## src/rtl/ral_pkg.sv

```systemverilog
// ---------------------------------------------------------------------------
// ral_pkg
// Shared types and constants for the contiguous array list block.
// ---------------------------------------------------------------------------
package ral_pkg;

    localparam int CAPACITY = 32;
    localparam int ADDR_W   = $clog2(CAPACITY);
    localparam int CNT_W    = $clog2(CAPACITY + 1);

    localparam int MODE_W   = 3;
    localparam int POS_W    = 5;
    localparam int DATA_W   = 32;
    localparam int STATUS_W = 2;
    localparam int COUNT_W  = 6;

    localparam int CMP_W    = (CNT_W > POS_W) ? CNT_W : POS_W;

    typedef enum logic [MODE_W-1:0] {
        MODE_APPEND     = 3'd0,
        MODE_INSERT     = 3'd1,
        MODE_REMOVE_AT  = 3'd2,
        MODE_REMOVE_VAL = 3'd3,
        MODE_REPLACE    = 3'd4,
        MODE_FIND       = 3'd5,
        MODE_READ       = 3'd6
    } ral_mode_t;

    typedef enum logic [STATUS_W-1:0] {
        ST_OK      = 2'd0,
        ST_FULL    = 2'd1,
        ST_RANGE   = 2'd2,
        ST_MISSING = 2'd3
    } ral_status_t;

    typedef enum logic [2:0] {
        S_IDLE,
        S_SCAN,
        S_SHIFT_UP,
        S_SHIFT_DN,
        S_PUT,
        S_READ,
        S_DONE
    } ral_state_t;

    typedef struct packed {
        logic [MODE_W-1:0]        mode;
        logic [POS_W-1:0]         position;
        logic signed [DATA_W-1:0] value;
    } ral_item_t;

    typedef struct packed {
        logic [STATUS_W-1:0]      status;
        logic signed [DATA_W-1:0] value_out;
        logic [POS_W-1:0]         position_out;
        logic [COUNT_W-1:0]       count;
        logic                     is_empty;
    } ral_result_t;

    typedef struct packed {
        logic              we;
        logic [ADDR_W-1:0] waddr;
        logic [DATA_W-1:0] wdata;
        logic [ADDR_W-1:0] raddr;
    } ral_mem_req_t;

endpackage

```

## src/rtl/ral_req_if.sv

```systemverilog
// ---------------------------------------------------------------------------
// ral_req_if
// Request channel: valid/ready handshake carrying one list operation.
// ---------------------------------------------------------------------------
interface ral_req_if
    import ral_pkg::*;
();

    logic                     valid;
    logic                     ready;
    logic [MODE_W-1:0]        mode;
    logic [POS_W-1:0]         position;
    logic signed [DATA_W-1:0] value;

    modport source (output valid, mode, position, value, input ready);
    modport sink   (input valid, mode, position, value, output ready);

endinterface

```

## src/rtl/ral_rsp_if.sv

```systemverilog
// ---------------------------------------------------------------------------
// ral_rsp_if
// Response channel: valid/ready handshake carrying one operation result.
// ---------------------------------------------------------------------------
interface ral_rsp_if
    import ral_pkg::*;
();

    logic                     valid;
    logic                     ready;
    logic [STATUS_W-1:0]      status;
    logic signed [DATA_W-1:0] value_out;
    logic [POS_W-1:0]         position_out;
    logic [COUNT_W-1:0]       count;
    logic                     is_empty;

    modport source (output valid, status, value_out, position_out, count, is_empty,
                    input ready);
    modport sink   (input valid, status, value_out, position_out, count, is_empty,
                    output ready);

endinterface

```

## src/rtl/ral_ram.sv

```systemverilog
// ---------------------------------------------------------------------------
// ral_ram
// Generic simple dual-port RAM: one write port, one registered read port.
// ---------------------------------------------------------------------------
module ral_ram #(
    parameter int WIDTH = 32,
    parameter int DEPTH = 32
) (
    input  logic                     clk,
    input  logic                     we,
    input  logic [$clog2(DEPTH)-1:0] waddr,
    input  logic [WIDTH-1:0]         wdata,
    input  logic [$clog2(DEPTH)-1:0] raddr,
    output logic [WIDTH-1:0]         rdata
);

    logic [WIDTH-1:0] mem_reg [DEPTH];
    logic [WIDTH-1:0] rdata_reg;

    always_ff @(posedge clk)
    begin
        if (we)
        begin
            mem_reg[waddr] <= wdata;
        end
        rdata_reg <= mem_reg[raddr];
    end

    assign rdata = rdata_reg;

endmodule

```

## src/rtl/ral_ctrl.sv

```systemverilog
// ---------------------------------------------------------------------------
// ral_ctrl
// Sequencer: decodes a transaction, walks the entry RAM one address per
// cycle (scan, shift up, shift down); scan and shift down share the last-entry compare.
// ---------------------------------------------------------------------------
module ral_ctrl
    import ral_pkg::*;
(
    input  logic         clk,
    input  logic         rst_n,
    input  logic         req_valid,
    output logic         req_ready,
    input  ral_item_t    req,
    output logic         res_valid,
    input  logic         res_ready,
    output ral_result_t  res,
    output ral_mem_req_t mem,
    input  logic [DATA_W-1:0] rdata
);

    ral_state_t        state_reg, state_next;
    logic [MODE_W-1:0] mode_reg, mode_next;
    logic [ADDR_W-1:0] pos_reg, pos_next;
    logic [DATA_W-1:0] val_reg, val_next;
    logic [ADDR_W-1:0] rd_reg, rd_next;
    logic              first_reg, first_next;
    logic [CNT_W-1:0]  count_reg, count_next;
    logic [STATUS_W-1:0] status_reg, status_next;
    logic [DATA_W-1:0] vout_reg, vout_next;
    logic [ADDR_W-1:0] pout_reg, pout_next;

    logic              full;
    logic [CMP_W-1:0]  pos_ext;
    logic [CMP_W-1:0]  cnt_ext;
    logic [ADDR_W-1:0] pos_addr;
    logic              rd_last;

    assign full     = (count_reg == CNT_W'(CAPACITY));
    assign pos_ext  = CMP_W'(req.position);
    assign cnt_ext  = CMP_W'(count_reg);
    assign pos_addr = ADDR_W'(req.position);
    assign rd_last  = (CNT_W'(rd_reg) == (count_reg - CNT_W'(1)));

    always_ff @(posedge clk or negedge rst_n)
    begin
        if (!rst_n)
        begin
            state_reg <= S_IDLE;
            count_reg <= '0;
        end
        else
        begin
            state_reg <= state_next;
            count_reg <= count_next;
        end
    end

    always_ff @(posedge clk)
    begin
        mode_reg   <= mode_next;
        pos_reg    <= pos_next;
        val_reg    <= val_next;
        rd_reg     <= rd_next;
        first_reg  <= first_next;
        status_reg <= status_next;
        vout_reg   <= vout_next;
        pout_reg   <= pout_next;
    end

    always_comb
    begin
        state_next  = state_reg;
        mode_next   = mode_reg;
        pos_next    = pos_reg;
        val_next    = val_reg;
        rd_next     = rd_reg;
        first_next  = first_reg;
        count_next  = count_reg;
        status_next = status_reg;
        vout_next   = vout_reg;
        pout_next   = pout_reg;
        mem.we      = 1'b0;
        mem.waddr   = rd_reg;
        mem.wdata   = val_reg;
        mem.raddr   = rd_reg;
        req_ready   = 1'b0;
        res_valid   = 1'b0;

        case (state_reg)
            S_IDLE:
            begin
                req_ready = 1'b1;
                if (req_valid)
                begin
                    mode_next   = req.mode;
                    pos_next    = pos_addr;
                    val_next    = req.value;
                    status_next = ST_OK;
                    vout_next   = '0;
                    pout_next   = '0;
                    first_next  = 1'b0;
                    state_next  = S_DONE;
                    case (req.mode)
                        MODE_APPEND:
                        begin
                            if (full)
                            begin
                                status_next = ST_FULL;
                            end
                            else
                            begin
                                mem.we     = 1'b1;
                                mem.waddr  = ADDR_W'(count_reg);
                                mem.wdata  = req.value;
                                pout_next  = ADDR_W'(count_reg);
                                count_next = count_reg + CNT_W'(1);
                            end
                        end
                        MODE_INSERT:
                        begin
                            if (full)
                            begin
                                status_next = ST_FULL;
                            end
                            else if (pos_ext > cnt_ext)
                            begin
                                status_next = ST_RANGE;
                            end
                            else if (pos_ext == cnt_ext)
                            begin
                                mem.we     = 1'b1;
                                mem.waddr  = pos_addr;
                                mem.wdata  = req.value;
                                pout_next  = pos_addr;
                                count_next = count_reg + CNT_W'(1);
                            end
                            else
                            begin
                                mem.raddr  = ADDR_W'(count_reg - CNT_W'(1));
                                rd_next    = ADDR_W'(count_reg - CNT_W'(1));
                                state_next = S_SHIFT_UP;
                            end
                        end
                        MODE_REMOVE_AT:
                        begin
                            if (pos_ext >= cnt_ext)
                            begin
                                status_next = ST_RANGE;
                            end
                            else
                            begin
                                mem.raddr  = pos_addr;
                                rd_next    = pos_addr;
                                first_next = 1'b1;
                                pout_next  = pos_addr;
                                state_next = S_SHIFT_DN;
                            end
                        end
                        MODE_REMOVE_VAL, MODE_FIND:
                        begin
                            if (count_reg == '0)
                            begin
                                status_next = ST_MISSING;
                            end
                            else
                            begin
                                mem.raddr  = '0;
                                rd_next    = '0;
                                state_next = S_SCAN;
                            end
                        end
                        MODE_REPLACE:
                        begin
                            if (pos_ext >= cnt_ext)
                            begin
                                status_next = ST_RANGE;
                            end
                            else
                            begin
                                mem.we    = 1'b1;
                                mem.waddr = pos_addr;
                                mem.wdata = req.value;
                                pout_next = pos_addr;
                            end
                        end
                        MODE_READ:
                        begin
                            if (pos_ext >= cnt_ext)
                            begin
                                status_next = ST_RANGE;
                            end
                            else
                            begin
                                mem.raddr  = pos_addr;
                                pout_next  = pos_addr;
                                state_next = S_READ;
                            end
                        end
                        default:
                        begin
                            state_next = S_DONE;
                        end
                    endcase
                end
            end

            S_SCAN:
            begin
                if (rdata == val_reg)
                begin
                    pout_next = rd_reg;
                    if (mode_reg == MODE_FIND)
                    begin
                        state_next = S_DONE;
                    end
                    else
                    begin
                        mem.raddr  = rd_reg;
                        first_next = 1'b1;
                        state_next = S_SHIFT_DN;
                    end
                end
                else if (rd_last)
                begin
                    status_next = ST_MISSING;
                    state_next  = S_DONE;
                end
                else
                begin
                    mem.raddr = rd_reg + ADDR_W'(1);
                    rd_next   = rd_reg + ADDR_W'(1);
                end
            end

            S_SHIFT_DN:
            begin
                if (first_reg)
                begin
                    vout_next  = rdata;
                    first_next = 1'b0;
                end
                else
                begin
                    mem.we    = 1'b1;
                    mem.waddr = rd_reg - ADDR_W'(1);
                    mem.wdata = rdata;
                end
                if (rd_last)
                begin
                    count_next = count_reg - CNT_W'(1);
                    state_next = S_DONE;
                end
                else
                begin
                    mem.raddr = rd_reg + ADDR_W'(1);
                    rd_next   = rd_reg + ADDR_W'(1);
                end
            end

            S_SHIFT_UP:
            begin
                mem.we    = 1'b1;
                mem.waddr = rd_reg + ADDR_W'(1);
                mem.wdata = rdata;
                if (rd_reg == pos_reg)
                begin
                    state_next = S_PUT;
                end
                else
                begin
                    mem.raddr = rd_reg - ADDR_W'(1);
                    rd_next   = rd_reg - ADDR_W'(1);
                end
            end

            S_PUT:
            begin
                mem.we     = 1'b1;
                mem.waddr  = pos_reg;
                mem.wdata  = val_reg;
                pout_next  = pos_reg;
                count_next = count_reg + CNT_W'(1);
                state_next = S_DONE;
            end

            S_READ:
            begin
                vout_next  = rdata;
                state_next = S_DONE;
            end

            S_DONE:
            begin
                res_valid = 1'b1;
                if (res_ready)
                begin
                    state_next = S_IDLE;
                end
            end

            default:
            begin
                state_next = S_IDLE;
            end
        endcase
    end

    assign res.status       = status_reg;
    assign res.value_out    = vout_reg;
    assign res.position_out = POS_W'(pout_reg);
    assign res.count        = COUNT_W'(count_reg);
    assign res.is_empty     = (count_reg == '0);

endmodule

```

## src/rtl/contiguous_array_list_top.sv

```systemverilog
// ---------------------------------------------------------------------------
// contiguous_array_list_top
// Fixed-capacity ordered list of signed words with shift insert and delete.
// ---------------------------------------------------------------------------
// One transaction at a time; req.ready is high only while the sequencer is
// idle. Entries live in a one-write, one-read RAM with registered read, and
// every shift or search moves one entry per cycle through that port pair.
// From accept to a result in the output register (n = count before the op,
// p = position): append, replace, mode 7 and decode errors go straight to
// done; read passes the read state; insert shifts entries n-1 down to p up
// by one, then writes p (direct if p equals n); remove at shifts later
// entries down; find scans to a match; remove value scans, then shifts down.
// The output register lets the next request be accepted while a result waits.
// The entry RAM has no reset; only entries below the count are ever read.
// ---------------------------------------------------------------------------
module contiguous_array_list_top
    import ral_pkg::*;
(
    input  logic      clk,
    input  logic      rst_n,
    ral_req_if.sink   req,
    ral_rsp_if.source rsp
);

    ral_item_t    item;
    ral_result_t  res;
    ral_mem_req_t mem;
    logic [DATA_W-1:0] rdata;
    logic         res_valid;
    logic         res_ready;

    logic         out_valid_reg, out_valid_next;
    ral_result_t  out_reg, out_next;

    assign item.mode     = req.mode;
    assign item.position = req.position;
    assign item.value    = req.value;

    ral_ctrl u_ctrl (
        .clk       (clk),
        .rst_n     (rst_n),
        .req_valid (req.valid),
        .req_ready (req.ready),
        .req       (item),
        .res_valid (res_valid),
        .res_ready (res_ready),
        .res       (res),
        .mem       (mem),
        .rdata     (rdata)
    );

    ral_ram #(
        .WIDTH (DATA_W),
        .DEPTH (CAPACITY)
    ) u_ram (
        .clk   (clk),
        .we    (mem.we),
        .waddr (mem.waddr),
        .wdata (mem.wdata),
        .raddr (mem.raddr),
        .rdata (rdata)
    );

    assign res_ready = !out_valid_reg || rsp.ready;

    always_comb
    begin
        out_valid_next = out_valid_reg;
        out_next       = out_reg;
        if (res_ready)
        begin
            out_valid_next = res_valid;
            if (res_valid)
            begin
                out_next = res;
            end
        end
    end

    always_ff @(posedge clk or negedge rst_n)
    begin
        if (!rst_n)
        begin
            out_valid_reg <= 1'b0;
        end
        else
        begin
            out_valid_reg <= out_valid_next;
        end
    end

    always_ff @(posedge clk)
    begin
        out_reg <= out_next;
    end

    assign rsp.valid        = out_valid_reg;
    assign rsp.status       = out_reg.status;
    assign rsp.value_out    = out_reg.value_out;
    assign rsp.position_out = out_reg.position_out;
    assign rsp.count        = out_reg.count;
    assign rsp.is_empty     = out_reg.is_empty;

endmodule

```

## src/flat_wrapper.sv

```systemverilog
// flat-port wrapper written by rule: the top's interface ports become plain ports
module contiguous_array_list_top_flat import ral_pkg::*;
  (clk, rst_n, req_valid, req_mode, req_position, req_value, req_ready, rsp_valid, rsp_status, rsp_value_out, rsp_position_out, rsp_count, rsp_is_empty, rsp_ready);
  ral_req_if req_i ();
  ral_rsp_if rsp_i ();
  input  logic clk;
  input  logic rst_n;
  input wire logic [$bits(req_i.valid)-1:0] req_valid;
  input wire logic [$bits(req_i.mode)-1:0] req_mode;
  input wire logic [$bits(req_i.position)-1:0] req_position;
  input wire logic [$bits(req_i.value)-1:0] req_value;
  output wire logic [$bits(req_i.ready)-1:0] req_ready;
  output wire logic [$bits(rsp_i.valid)-1:0] rsp_valid;
  output wire logic [$bits(rsp_i.status)-1:0] rsp_status;
  output wire logic [$bits(rsp_i.value_out)-1:0] rsp_value_out;
  output wire logic [$bits(rsp_i.position_out)-1:0] rsp_position_out;
  output wire logic [$bits(rsp_i.count)-1:0] rsp_count;
  output wire logic [$bits(rsp_i.is_empty)-1:0] rsp_is_empty;
  input wire logic [$bits(rsp_i.ready)-1:0] rsp_ready;
  assign req_i.valid = req_valid;
  assign req_i.mode = req_mode;
  assign req_i.position = req_position;
  assign req_i.value = req_value;
  assign req_ready = req_i.ready;
  assign rsp_valid = rsp_i.valid;
  assign rsp_status = rsp_i.status;
  assign rsp_value_out = rsp_i.value_out;
  assign rsp_position_out = rsp_i.position_out;
  assign rsp_count = rsp_i.count;
  assign rsp_is_empty = rsp_i.is_empty;
  assign rsp_i.ready = rsp_ready;
  contiguous_array_list_top u_core (.clk(clk), .rst_n(rst_n), .req(req_i), .rsp(rsp_i));
endmodule
```

## config.mk

```make
export PLATFORM = sky130hd
export DESIGN_NAME = contiguous_array_list_top_flat
export DESIGN_NICKNAME = d
export VERILOG_FILES = /design/src/rtl/ral_pkg.sv /design/src/rtl/ral_req_if.sv /design/src/rtl/ral_rsp_if.sv /design/src/rtl/ral_ram.sv /design/src/rtl/ral_ctrl.sv /design/src/rtl/contiguous_array_list_top.sv /design/src/flat_wrapper.sv
export SDC_FILE = /design/constraint.sdc
export NUM_CORES = 2
export LEC_CHECK = 0
export BUFFER_PORTS_ARGS = -buffer_cell sky130_fd_sc_hd__buf_4
export CAP_MARGIN = 25
export CORE_MARGIN = 4
export CORE_UTILIZATION = 52
export CTS_CLUSTER_SIZE = 30
export DETAILED_ROUTE_END_ITERATION = 8
export PLACE_DENSITY = 0.71
export SLEW_MARGIN = 20
export SYNTH_ARGS = -nofsm -noshare
export SYNTH_HDL_FRONTEND = slang
export SYNTH_SLANG_ARGS = --single-unit
```

## constraint.sdc

```tcl
create_clock -name clk -period 13.54 [get_ports clk]
set_clock_uncertainty 0.15 [all_clocks]
set_input_delay 1.354 -clock clk [delete_from_list [all_inputs] [get_ports clk]]
set_output_delay 1.354 -clock clk [all_outputs]
set_load 0.02 [all_outputs]
```

==> impl_metrics.toml <==
[place]
dp_hpwl_um = 83100
gp_congestion = 0.931
io_buffers = 91

[global_routing]
grt_pass1_vias = 32400
met1_usage = 0.394
grt_max_degree = 131
busiest_layer = "met2"
grt_pass1_wl_um = 222000
antenna_found_initial = 1
use_met2 = 0.440
met3_usage = 0.0815
grt_overflow = 0
track_usage = 0.289

[cts]
cts_tree = "built"
cts_buffer_depth = 3
cts_resized = 0
htree_num_levels = 3
cts_hold_buffers = 0
cts_root_buf = "clkbuf_16"
clk_latency_ns = 0.72
cts.sinks = 1197
clk_pin_slew_ns = 0.06
postCtsSetupBuffers = 0
cts_buffers = 115

[logic_synthesis]
synth_area_leaders = "edfxtp_1 (67%), mux2i_1 (5.6%), nand2_1 (2.0%)"
yosysTopAreaCellShare = 0.670
synthCells = 3595
synthesis.area_um2 = 51800
synth_most_common_cell = "edfxtp_1"
synth_seq_area_share = 0.687
synth_cell_types = 87
syn_area_per_cell_um2 = 14.4
yosys.area.top_type = "edfxtp_1"
synthArstFlopShare = 0.00835
ys_seq_elements = 1197
synth_fp_nets = 3649
ys_warn_count = 0
synth_edf_count = 1155
netlist_top_cells_count = "edfxtp_1 (1,155), mux2i_1 (288), nand2_1 (270), clkbuf_1 (177), nor2_1 (163)"
synthFlopType = "edfxtp_1"

[final_layout]
largest_reg_flops = 1024
area_growth_pct = 11.8
layout.nets = 3668
fin_util = 0.588
drive_gt1_frac = 0.156

[detailed_routing]
vias = 34300
wire_per_inst_um = 30.9
drtIter0Drc = 5531
routed_wl_um = 155000
vias_per_cell = 6.86
ant_nets = 0
firstDrtPassIters = 9
drc = 0

[floorplan]
num_rows = 115
die_h_um = 324
die_area_um2 = 105000
core_um2 = 98600
die_w_um = 324
ios = 92
initial_core_util = 0.525

[timing]
tightest_slew_ns = 1.20
fin_crit_sh = 0.612
hold_viol_final = 0
slew_headroom = 0.194
drv_slew = 0
fmax_mhz = 121
tns_ns = 0
rsz0062_at_grt = "false"
fin_crit_ns = 8.28
whs_ns = 0.268
setup_viol = 0

[outcome]
outcome = "complete, no violations"

[critical_path]
cp.arrival_ns = 8.63
cp_common_cell = "buf_4"
cp_slowest_cell = "nor4_1"
cp_cell_sequence = "inv_1 > ha_1 > xor2_1 > mux2_2 > o22ai_1 > nand4_1 > and2_1 > a311oi_4 > buf_4 > and2_4 > buf_4 > buf_4 > nor3_1 > o41ai_2 > a31oi_1 > nor4_1"
path_buf_inv = 4
max_stage_delay_ns = 1.06
cp_max_fo = 73
endpoint_kind = "flip-flop"
critical_path_required_ns = 13.89
crit_family = "simple AND/OR/NAND/NOR gates"
start_kind = "flip-flop"
path_class = "reg -> reg"

[hold_path]
hold_path_class = "reg -> reg"

[flow_run]
maxCapViolations = 0
==> per-stage QoR <==
stage               setup slack, ns  instance area [um2]  std cells
floorplan                      7.75                51800       3595
global placement               5.86                53800       4776
detailed placement             5.70                53900       4778
CTS                            5.70                57800       4997
global route                   5.07                57900       5003
finish                         5.26                57900       5004
==> worst paths after layout <==
path                                                         start                                      to  slack [ns]  depth (start not counted)
setup reg to reg              u_core.u_ctrl.cnt_ext[0]$_DFFE_PN0P_          u_core.u_ram.rdata[13]$_DFF_P_        5.26                         16
setup / recovery              u_core.u_ctrl.cnt_ext[0]$_DFFE_PN0P_          u_core.u_ram.rdata[13]$_DFF_P_        5.26                         16
hold / removal             u_core.u_ctrl.vout_reg[4]$_SDFFCE_PN0P_       u_core.rsp.value_out[4]$_DFFE_PP_        0.27                          0
hold reg to reg            u_core.u_ctrl.vout_reg[4]$_SDFFCE_PN0P_       u_core.rsp.value_out[4]$_DFFE_PP_        0.27                          0
min in group asynchronous                                    rst_n  u_core.u_ctrl.state_reg[2]$_DFFE_PN0P_        0.34                          1
max in group asynchronous                                    rst_n  u_core.u_ctrl.state_reg[2]$_DFFE_PN0P_       12.72                          1
==> cells by family after synthesis <==
| family | count (synthesis) | synth area share |
|---|---|---|
| adders and majority gates | 10 | 0.00242 |
| buffers and inverters | 326 | 0.0280 |
| and+or+nand+nor | 914 | 0.0884 |
| DFF | 1197 | 0.687 |
| muxes | 355 | 0.0774 |
| AOI/OAI and AO/OA | 735 | 0.107 |
| xor gates and xnor gates | 58 | 0.00981 |
==> layer usage <==
layer | part of all wire | vias up
met3 | 0.13 | 426
met2 | 0.45 | 2429
met1 | 0.38 | 17100
met5 | 0 | -
li1 | - | 14300
met4 | 0.046 | 0
==> area by class of cell <==
class / count / area (um2)
fill: 7306 / 40700
sequential: 1197 / 35600
multi-input combinational: 2072 / 15100
clock buffer: 146 / 3070
tap: 1287 / 1610
timing repair buffer: 181 / 1420
clock inverter: 73 / 920
inverter: 47 / 179
antenna: 1 / 2.50
==> cell usage in the layout (no fill, tap or decap), drive strengths merged, types with 39 or more instances in the layout <==
master	count
xnor2	45
a31oi	99
clkinv	51
buf	179
o21ai	72
mux2i	288
nor4	39
nand3	82
a211oi	76
nor2	163
a221oi	101
nor3	79
a21oi	111
inv	48
and3	159
o22ai	48
edfxtp	1155
or3	64
clkbuf	148
nand2	271
Power is left out: the tool's default activity adds up to more than one toggle a clock period on the data nets, which glitch-free logic cannot reach.
